[src/rtl/sbfd_pkg.sv]
// Package: constants, types and helpers shared by the frame decoder files.
`timescale 1ns / 1ps

package sbfd_pkg;

    localparam logic [7:0] START_BYTE   = 8'h0F;
    localparam logic [7:0] END_BYTE     = 8'h00;
    localparam int         FRAME_LEN    = 25;
    localparam int         POS_W        = 5;
    localparam logic [POS_W-1:0] END_POS = POS_W'(FRAME_LEN - 1);
    localparam int         STORE_BYTES  = FRAME_LEN - 2;
    localparam int         STORE_IDX_W  = $clog2(STORE_BYTES);
    localparam int         DATA_BYTES   = STORE_BYTES - 1;
    localparam int         DATA_W       = 8 * DATA_BYTES;
    localparam int         CHAN_W       = 11;
    localparam int         NUM_CHANNELS = 16;
    localparam int         CIDX_W       = 4;
    localparam logic [CIDX_W-1:0] LAST_CHANNEL = CIDX_W'(NUM_CHANNELS - 1);
    localparam int         LOST_BIT     = 2;
    localparam int         FS_BIT       = 3;
    localparam int         QUEUE_DEPTH  = 2;

    // One complete, checked frame waiting to be unpacked.
    typedef struct packed {
        logic [DATA_W-1:0] data;
        logic              frame_lost;
        logic              failsafe;
    } frame_t;

    typedef struct packed {
        logic full;
        logic empty;
    } queue_status_t;

    // Channel k occupies bits 11k .. 11k+10 of the packed channel bytes.
    function automatic logic [CHAN_W-1:0] channel_field(
        input logic [DATA_W-1:0] data,
        input logic [CIDX_W-1:0] k
    );
        logic [CHAN_W-1:0] value;
        value = data[CHAN_W * k +: CHAN_W];
        return value;
    endfunction

endpackage

[src/rtl/sbfd_byte_if.sv]
// Interface: received byte channel.
`timescale 1ns / 1ps

interface sbfd_byte_if;
    logic       valid;
    logic       ready;
    logic [7:0] rx_byte;

    modport source (output valid, output rx_byte, input ready);
    modport sink (input valid, input rx_byte, output ready);
endinterface

[src/rtl/sbfd_chan_if.sv]
// Interface: decoded channel result channel.
`timescale 1ns / 1ps

interface sbfd_chan_if;
    logic        valid;
    logic        ready;
    logic [3:0]  channel_index;
    logic [10:0] channel_value;
    logic        frame_lost;
    logic        failsafe;
    logic        last;

    modport source (
        output valid, output channel_index, output channel_value,
        output frame_lost, output failsafe, output last, input ready
    );
    modport sink (
        input valid, input channel_index, input channel_value,
        input frame_lost, input failsafe, input last, output ready
    );
endinterface

[src/rtl/sbfd_front.sv]
// Front end: hunt for the start byte, collect a frame, check the end byte.
`timescale 1ns / 1ps

module sbfd_front
    import sbfd_pkg::*;
(
    input  logic          clk,
    input  logic          rst_n,
    sbfd_byte_if.sink     rx,
    input  queue_status_t q_status,
    output logic          push,
    output frame_t        frame
);

    logic [POS_W-1:0] pos_reg;
    logic [POS_W-1:0] pos_next;
    logic [7:0]       asm_reg [STORE_BYTES];
    logic             accept;
    logic             at_end;
    logic             store;

    // Stall only on the end byte while the queue has no room.
    assign at_end   = (pos_reg == END_POS);
    assign rx.ready = !(at_end && q_status.full);
    assign accept   = rx.valid && rx.ready;
    assign store    = accept && (pos_reg != '0) && !at_end;
    assign push     = accept && at_end && (rx.rx_byte == END_BYTE);

    always_comb
    begin
        pos_next = pos_reg;
        if (accept)
        begin
            if (pos_reg == '0)
            begin
                pos_next = (rx.rx_byte == START_BYTE) ? POS_W'(1) : '0;
            end
            else if (at_end)
            begin
                pos_next = '0;
            end
            else
            begin
                pos_next = pos_reg + POS_W'(1);
            end
        end
    end

    always_ff @(posedge clk or negedge rst_n)
    begin
        if (!rst_n)
        begin
            pos_reg <= '0;
        end
        else
        begin
            pos_reg <= pos_next;
        end
    end

    // Store bytes 1..23 at slot position - 1.
    always_ff @(posedge clk)
    begin
        if (store)
        begin
            asm_reg[STORE_IDX_W'(pos_reg - POS_W'(1))] <= rx.rx_byte;
        end
    end

    always_comb
    begin
        for (int i = 0; i < DATA_BYTES; i++)
        begin
            frame.data[8 * i +: 8] = asm_reg[i];
        end
        frame.frame_lost = asm_reg[STORE_BYTES - 1][LOST_BIT];
        frame.failsafe   = asm_reg[STORE_BYTES - 1][FS_BIT];
    end

endmodule

[src/rtl/sbfd_frame_queue.sv]
// Frame queue: holds checked frames between the front end and the unpacker.
`timescale 1ns / 1ps

module sbfd_frame_queue
    import sbfd_pkg::*;
#(
    parameter int DEPTH = QUEUE_DEPTH
)
(
    input  logic          clk,
    input  logic          rst_n,
    input  logic          push,
    input  frame_t        push_frame,
    input  logic          pop,
    output frame_t        head,
    output queue_status_t status
);

    localparam int PTR_W = (DEPTH > 1) ? $clog2(DEPTH) : 1;
    localparam int CNT_W = $clog2(DEPTH + 1);
    localparam logic [PTR_W-1:0] LAST_SLOT = PTR_W'(DEPTH - 1);

    frame_t           mem_reg [DEPTH];
    logic [PTR_W-1:0] wr_ptr_reg;
    logic [PTR_W-1:0] wr_ptr_next;
    logic [PTR_W-1:0] rd_ptr_reg;
    logic [PTR_W-1:0] rd_ptr_next;
    logic [CNT_W-1:0] count_reg;
    logic [CNT_W-1:0] count_next;

    assign status.full  = (count_reg == CNT_W'(DEPTH));
    assign status.empty = (count_reg == '0);
    assign head         = mem_reg[rd_ptr_reg];

    always_comb
    begin
        wr_ptr_next = wr_ptr_reg;
        rd_ptr_next = rd_ptr_reg;
        count_next  = count_reg;
        if (push)
        begin
            wr_ptr_next = (wr_ptr_reg == LAST_SLOT) ? '0 : wr_ptr_reg + PTR_W'(1);
        end
        if (pop)
        begin
            rd_ptr_next = (rd_ptr_reg == LAST_SLOT) ? '0 : rd_ptr_reg + PTR_W'(1);
        end
        if (push && !pop)
        begin
            count_next = count_reg + CNT_W'(1);
        end
        else if (pop && !push)
        begin
            count_next = count_reg - CNT_W'(1);
        end
    end

    always_ff @(posedge clk or negedge rst_n)
    begin
        if (!rst_n)
        begin
            wr_ptr_reg <= '0;
            rd_ptr_reg <= '0;
            count_reg  <= '0;
        end
        else
        begin
            wr_ptr_reg <= wr_ptr_next;
            rd_ptr_reg <= rd_ptr_next;
            count_reg  <= count_next;
        end
    end

    always_ff @(posedge clk)
    begin
        if (push)
        begin
            mem_reg[wr_ptr_reg] <= push_frame;
        end
    end

endmodule

[src/rtl/sbfd_back.sv]
// Unpacker: emit sixteen channel results per queued frame.
`timescale 1ns / 1ps

module sbfd_back
    import sbfd_pkg::*;
(
    input  logic          clk,
    input  logic          rst_n,
    input  frame_t        head,
    input  queue_status_t q_status,
    output logic          pop,
    sbfd_chan_if.source   chan
);

    logic [CIDX_W-1:0] ch_reg;
    logic [CIDX_W-1:0] ch_next;
    logic              valid_reg;
    logic              valid_next;
    logic              load;

    logic [CIDX_W-1:0] index_reg;
    logic [CHAN_W-1:0] value_reg;
    logic              lost_reg;
    logic              fs_reg;
    logic              last_reg;

    // Advance whenever a frame is queued and the output register is free or being drained.
    assign load = !q_status.empty && (!valid_reg || chan.ready);
    assign pop  = load && (ch_reg == LAST_CHANNEL);

    always_comb
    begin
        ch_next    = ch_reg;
        valid_next = valid_reg;
        if (load)
        begin
            ch_next    = ch_reg + CIDX_W'(1);
            valid_next = 1'b1;
        end
        else if (chan.ready)
        begin
            valid_next = 1'b0;
        end
    end

    always_ff @(posedge clk or negedge rst_n)
    begin
        if (!rst_n)
        begin
            ch_reg    <= '0;
            valid_reg <= 1'b0;
        end
        else
        begin
            ch_reg    <= ch_next;
            valid_reg <= valid_next;
        end
    end

    always_ff @(posedge clk)
    begin
        if (load)
        begin
            index_reg <= ch_reg;
            value_reg <= channel_field(head.data, ch_reg);
            lost_reg  <= head.frame_lost;
            fs_reg    <= head.failsafe;
            last_reg  <= (ch_reg == LAST_CHANNEL);
        end
    end

    assign chan.valid         = valid_reg;
    assign chan.channel_index = index_reg;
    assign chan.channel_value = value_reg;
    assign chan.frame_lost    = lost_reg;
    assign chan.failsafe      = fs_reg;
    assign chan.last          = last_reg;

endmodule

[src/rtl/sbus_frame_decoder.sv]
// Top level: S.BUS frame decoder, front end, frame queue and unpacker.
`timescale 1ns / 1ps

// The decoder takes one received byte per beat on rx and returns sixteen
// channel beats on chan for every good 25-byte frame. At frame position 0 it
// drops any byte other than the start byte 0x0F, so it locks onto the stream
// by itself; bytes 1 to 23 are stored, and byte 24 must be 0x00 or the frame
// is dropped with no output. A good frame is moved into a queue of
// QUEUE_DEPTH frames, and the unpacker emits channels 0 to 15 in order, each
// with the lost-frame and failsafe flags of byte 23, and last on channel 15.
// Rate: rx takes one byte every cycle; it stalls only on the end byte of a
// frame while QUEUE_DEPTH earlier frames are still being delivered. chan
// gives one beat per cycle while the sink is ready and a frame is queued, sixteen beats per frame,
// set by the single channel extraction mux ahead of the output register. The
// first channel of a frame appears once the queue holds it and it is loaded into the output register.

module sbus_frame_decoder
    import sbfd_pkg::*;
#(
    parameter int QUEUE_DEPTH_P = QUEUE_DEPTH
)
(
    input  logic        clk,
    input  logic        rst_n,
    sbfd_byte_if.sink   rx,
    sbfd_chan_if.source chan
);

    queue_status_t q_status;
    frame_t        push_frame;
    frame_t        head;
    logic          push;
    logic          pop;

    // Collect frames and hand over only those with a good end byte.
    sbfd_front u_front (
        .clk      (clk),
        .rst_n    (rst_n),
        .rx       (rx),
        .q_status (q_status),
        .push     (push),
        .frame    (push_frame)
    );

    // Decouple byte intake from the result burst.
    sbfd_frame_queue #(
        .DEPTH (QUEUE_DEPTH_P)
    ) u_queue (
        .clk        (clk),
        .rst_n      (rst_n),
        .push       (push),
        .push_frame (push_frame),
        .pop        (pop),
        .head       (head),
        .status     (q_status)
    );

    // Unpack the head frame one channel per beat.
    sbfd_back u_back (
        .clk      (clk),
        .rst_n    (rst_n),
        .head     (head),
        .q_status (q_status),
        .pop      (pop),
        .chan     (chan)
    );

    // A frame is never pushed into a full queue.
    a_no_push_full: assert property (@(posedge clk) disable iff (!rst_n)
        push |-> !q_status.full)
        else $error("frame pushed into full queue");

    // A frame is never released from an empty queue.
    a_no_pop_empty: assert property (@(posedge clk) disable iff (!rst_n)
        pop |-> !q_status.empty)
        else $error("frame popped from empty queue");

    // Byte intake stalls only for lack of queue room.
    a_stall_cause: assert property (@(posedge clk) disable iff (!rst_n)
        !rx.ready |-> q_status.full)
        else $error("rx stalled while queue has room");

endmodule

[src/flat_wrapper.sv]
// flat-port wrapper written by rule: the top's interface ports become plain ports
module sbus_frame_decoder_flat import sbfd_pkg::*;
#(
    parameter int QUEUE_DEPTH_P = QUEUE_DEPTH
)
  (clk, rst_n, rx_valid, rx_rx_byte, rx_ready, chan_valid, chan_channel_index, chan_channel_value, chan_frame_lost, chan_failsafe, chan_last, chan_ready);
  sbfd_byte_if rx_i ();
  sbfd_chan_if chan_i ();
  input  logic clk;
  input  logic rst_n;
  input wire logic [$bits(rx_i.valid)-1:0] rx_valid;
  input wire logic [$bits(rx_i.rx_byte)-1:0] rx_rx_byte;
  output wire logic [$bits(rx_i.ready)-1:0] rx_ready;
  output wire logic [$bits(chan_i.valid)-1:0] chan_valid;
  output wire logic [$bits(chan_i.channel_index)-1:0] chan_channel_index;
  output wire logic [$bits(chan_i.channel_value)-1:0] chan_channel_value;
  output wire logic [$bits(chan_i.frame_lost)-1:0] chan_frame_lost;
  output wire logic [$bits(chan_i.failsafe)-1:0] chan_failsafe;
  output wire logic [$bits(chan_i.last)-1:0] chan_last;
  input wire logic [$bits(chan_i.ready)-1:0] chan_ready;
  assign rx_i.valid = rx_valid;
  assign rx_i.rx_byte = rx_rx_byte;
  assign rx_ready = rx_i.ready;
  assign chan_valid = chan_i.valid;
  assign chan_channel_index = chan_i.channel_index;
  assign chan_channel_value = chan_i.channel_value;
  assign chan_frame_lost = chan_i.frame_lost;
  assign chan_failsafe = chan_i.failsafe;
  assign chan_last = chan_i.last;
  assign chan_i.ready = chan_ready;
  sbus_frame_decoder #(.QUEUE_DEPTH_P(QUEUE_DEPTH_P)) u_core (.clk(clk), .rst_n(rst_n), .rx(rx_i), .chan(chan_i));
endmodule
[config.mk]
export PLATFORM = sky130hd
export DESIGN_NAME = sbus_frame_decoder_flat
export DESIGN_NICKNAME = d
export VERILOG_FILES = /design/src/rtl/sbfd_pkg.sv /design/src/rtl/sbfd_byte_if.sv /design/src/rtl/sbfd_chan_if.sv /design/src/rtl/sbfd_front.sv /design/src/rtl/sbfd_frame_queue.sv /design/src/rtl/sbfd_back.sv /design/src/rtl/sbus_frame_decoder.sv /design/src/flat_wrapper.sv
export SDC_FILE = /design/constraint.sdc
export NUM_CORES = 1
export LEC_CHECK = 0
export BUFFER_PORTS_ARGS = -buffer_cell sky130_fd_sc_hd__buf_4
export CORE_ASPECT_RATIO = 1.1
export CORE_UTILIZATION = 54
export CTS_BUF_LIST = sky130_fd_sc_hd__clkbuf_2
export DETAILED_ROUTE_END_ITERATION = 16
export GPL_ROUTABILITY_DRIVEN = 0
export PLACE_DENSITY = 0.7
export SLEW_MARGIN = 20
export SYNTH_ARGS = -nofsm -noshare
export SYNTH_HDL_FRONTEND = slang
export SYNTH_HIERARCHICAL = 1
export SYNTH_SLANG_ARGS = --single-unit
[constraint.sdc]
create_clock -name clk -period 30.9 [get_ports clk]
set_input_delay 9.27 -clock clk [delete_from_list [all_inputs] [get_ports clk]]
set_output_delay 9.27 -clock clk [all_outputs]
set_load 0.005 [all_outputs]
==> results.json <==
{
  "outcome": "finished clean",
  "drv_cap": 0,
  "setup_viol": 0,
  "use_met3": 0.0555,
  "synth.top_cell.area_share": 0.763,
  "power_leakage_nw": 7.84,
  "grt_max_degree": 179,
  "synthesis.area_sq_um": 21700,
  "grt_pass1_wl_um": 61400,
  "grtUsageTotal": 0.209,
  "synthCells": 1002,
  "cts_inserted_buffers": 133,
  "clock_latency_ns": 1.04,
  "totalPowerFinal_mw": 1.45,
  "top_usage_layer": "met2",
  "avgSynthCellArea_sq_um": 21.7,
  "critPathBufInv": 3,
  "cts_tree": "yes",
  "initial_core_util": 0.551,
  "synth-compound-area-share": 0.0172,
  "antenna_found_initial": 3,
  "fmax_mhz": 79.3,
  "synth_edf_count": 552,
  "tns_ns": 0,
  "cts_max_level": 4,
  "worst_slew_pin_slew_ns": 1.12,
  "yosys-mux-area-fraction": 0.161,
  "synth-main-ff-cell": "edfxtp_1",
  "hp-start": "u_core/u_front/asm_reg[19][1]$_DFFE_PP_",
  "r2r_slack_ns": 26.04,
  "worstReg2RegEnd": "u_core/u_queue/mem_reg[1][37]$_DFFE_PP_",
  "ys_warn_count": 6,
  "synth_top_family_by_area": "multiplexers",
  "cts_resized": 0,
  "grt-ovfl-total": 0,
  "async_flop_share": 0.0247,
  "drtIter0Drc": 870,
  "crit_slowest_cell": "buf_4",
  "coreArea_sq_um": 39500,
  "root_buffer": "clkbuf_2",
  "hold_viol_final": 0,
  "grt_pass1_vias": 10336,
  "totalWireLength_um": 41600,
  "firstDrtPassIters": 7,
  "cpLargestDelayFamily": "buffers and inverters",
  "cp-start-kind": "input pin",
  "met2_usage": 0.340,
  "die_area_sq_um": 41100,
  "holdPathEnd": "u_core/u_queue/mem_reg[1][155]$_DFFE_PP_",
  "endpoint_kind": "flip-flop",
  "drc_errors": 0,
  "finalNetCount": 1151,
  "slew_viol_final": 0,
  "synthDistinctLibCells": 47,
  "rsz0062_at_grt": "false",
  "cts_sinks": 566,
  "worst-setup-path-type": "in -> reg",
  "worstHoldPathType": "reg -> reg",
  "clk_pin_slew_ns": 0.11,
  "largest_reg_flops": 356,
  "layout_common_cells": "edfxtp_1, clkbuf_2, mux2_4",
  "period_needed_ns": 12.60,
  "portBuffers": 31,
  "vias_per_cell": 5.69,
  "synthTopCellsByArea": "edfxtp_1, mux2_4, mux2_2",
  "skew_ns": 0.0770,
  "cp_max_fo": 78,
  "row_count": 76,
  "cp.required_ns": 31.49,
  "postCtsSetupBuffers": 0,
  "clockBufferDepth": 3,
  "io_pins": 32,
  "gr-usage-met1": 0.267,
  "ir_drop_uv": 54.9,
  "synthSimpleGateAreaFrac": 0.0166,
  "pwr_density_cell_nw_per_um2": 61.4,
  "hold_depth": 0,
  "worst_hold_slack_ns": 0.403,
  "synth_top_cell_by_area": "edfxtp_1",
  "synthAdderAreaFrac": 0.00460,
  "path_cells": "buf_4 > or4_1 > nor4_1 > and2_4 > buf_4 > buf_4",
  "seq_area_frac_synth": 0.779,
  "ys_ff_latch": 566,
  "cts_hold_buf": 0,
  "synth_xor_area_frac": 0.00363,
  "relSlewSlack": 0.252,
  "wl_per_cell_um": 24.0,
  "drive_above_1_share": 0.376,
  "post-route-period-util": 0.408,
  "die_y_um": 212,
  "arrival_ns": 13.20,
  "final_common_cell": "edfxtp_1",
  "ant_nets": 0,
  "die_w_um": 193,
  "r2r_start": "u_core/u_front/pos_reg[0]$_DFFE_PN0N_",
  "vias": 9836,
  "area_delta_synth_final_pct": 8.60,
  "synth_nets": 1022,
  "critPathMaxStageDelay_ns": 0.93,
  "r2r_cells": 8,
  "post-dp-hpwl_um": 22800,
  "crit_top_cell": "buf_4"
}
-- report_power, final --
part,internal (mW),switching [mW]
clock network,0.212,0.273
logic,0.0261,0.0588
registers,0.860,0.0184
total,1.10,0.350
-- routing by layer --
metal	wire, um	vias up
li1	-	4366
met1	17300	5039
met2	20600	366
met3	2810	65
met4	875	0
met5	0	-
-- logic make-up after synthesis --
family	after synthesis
xor+xnor	9
simple gates	65
compound gates	54
mux	247
buf+inv	53
fa+ha+maj	8
flops	566
-- cell usage after synthesis (2+ instances only) --
cell type and n:
mux2_2 80, inv_1 9, a211oi_1 2, buf_6 20, a22oi_1 11, or4_1 2, o21ai_1 12, a22o_1 2
nand3_1 4, nand2_2 3, clkbuf_1 5, buf_2 13, mux4_2 29, a21oi_1 5, a32oi_1 13, o21ai_0 3
and2_1 3, mux2i_1 34, nor2b_1 4, edfxtp_1 552, nand2_1 4, nand4_1 2, mux2_4 100, dfrtp_1 14
nor3_1 3, buf_4 4, mux4_1 4, xnor2_1 3, ha_1 8, nor2_1 31, xor2_1 6, a21o_1 2
-- worst max-delay path by stage --
stage / depth (start not counted) / slack [ns] / start / endpoint
floorplan: 3 / 12.00 / rx_rx_byte[5] / u_core/u_queue/mem_reg[0][0]$_DFFE_PP_
global placement: 6 / 17.25 / rx_rx_byte[5] / u_core/u_queue/mem_reg[1][4]$_DFFE_PP_
detailed placement: 6 / 17.25 / rx_rx_byte[4] / u_core/u_queue/mem_reg[1][4]$_DFFE_PP_
CTS: 6 / 18.32 / rx_rx_byte[4] / u_core/u_queue/mem_reg[1][141]$_DFFE_PP_
global route: 6 / 18.12 / rx_rx_byte[4] / u_core/u_queue/mem_reg[1][141]$_DFFE_PP_
finish: 6 / 18.30 / rx_rx_byte[4] / u_core/u_queue/mem_reg[1][37]$_DFFE_PP_
-- through the flow --
stage	setup WS, ns	std cells	util	area [sq um]
after floorplan	12.00	1002	-	21700
after global placement	17.25	1503	0.566	22300
after detailed placement	17.25	1503	0.566	22300
after CTS	18.32	1729	0.598	23600
after global routing	18.12	1730	0.598	23600
final	18.30	1730	0.598	23600
-- cell type report --
class	count	area, sq um
multi-input cells	383	4440
flip-flops and latches	566	16900
clock buffers	186	931
well taps	507	634
diodes	1	2.50
fillers	2784	15900
repair buffers	38	310
clock inverters	40	327
inverters	9	33.8
(Power assumes the default switching activity.)
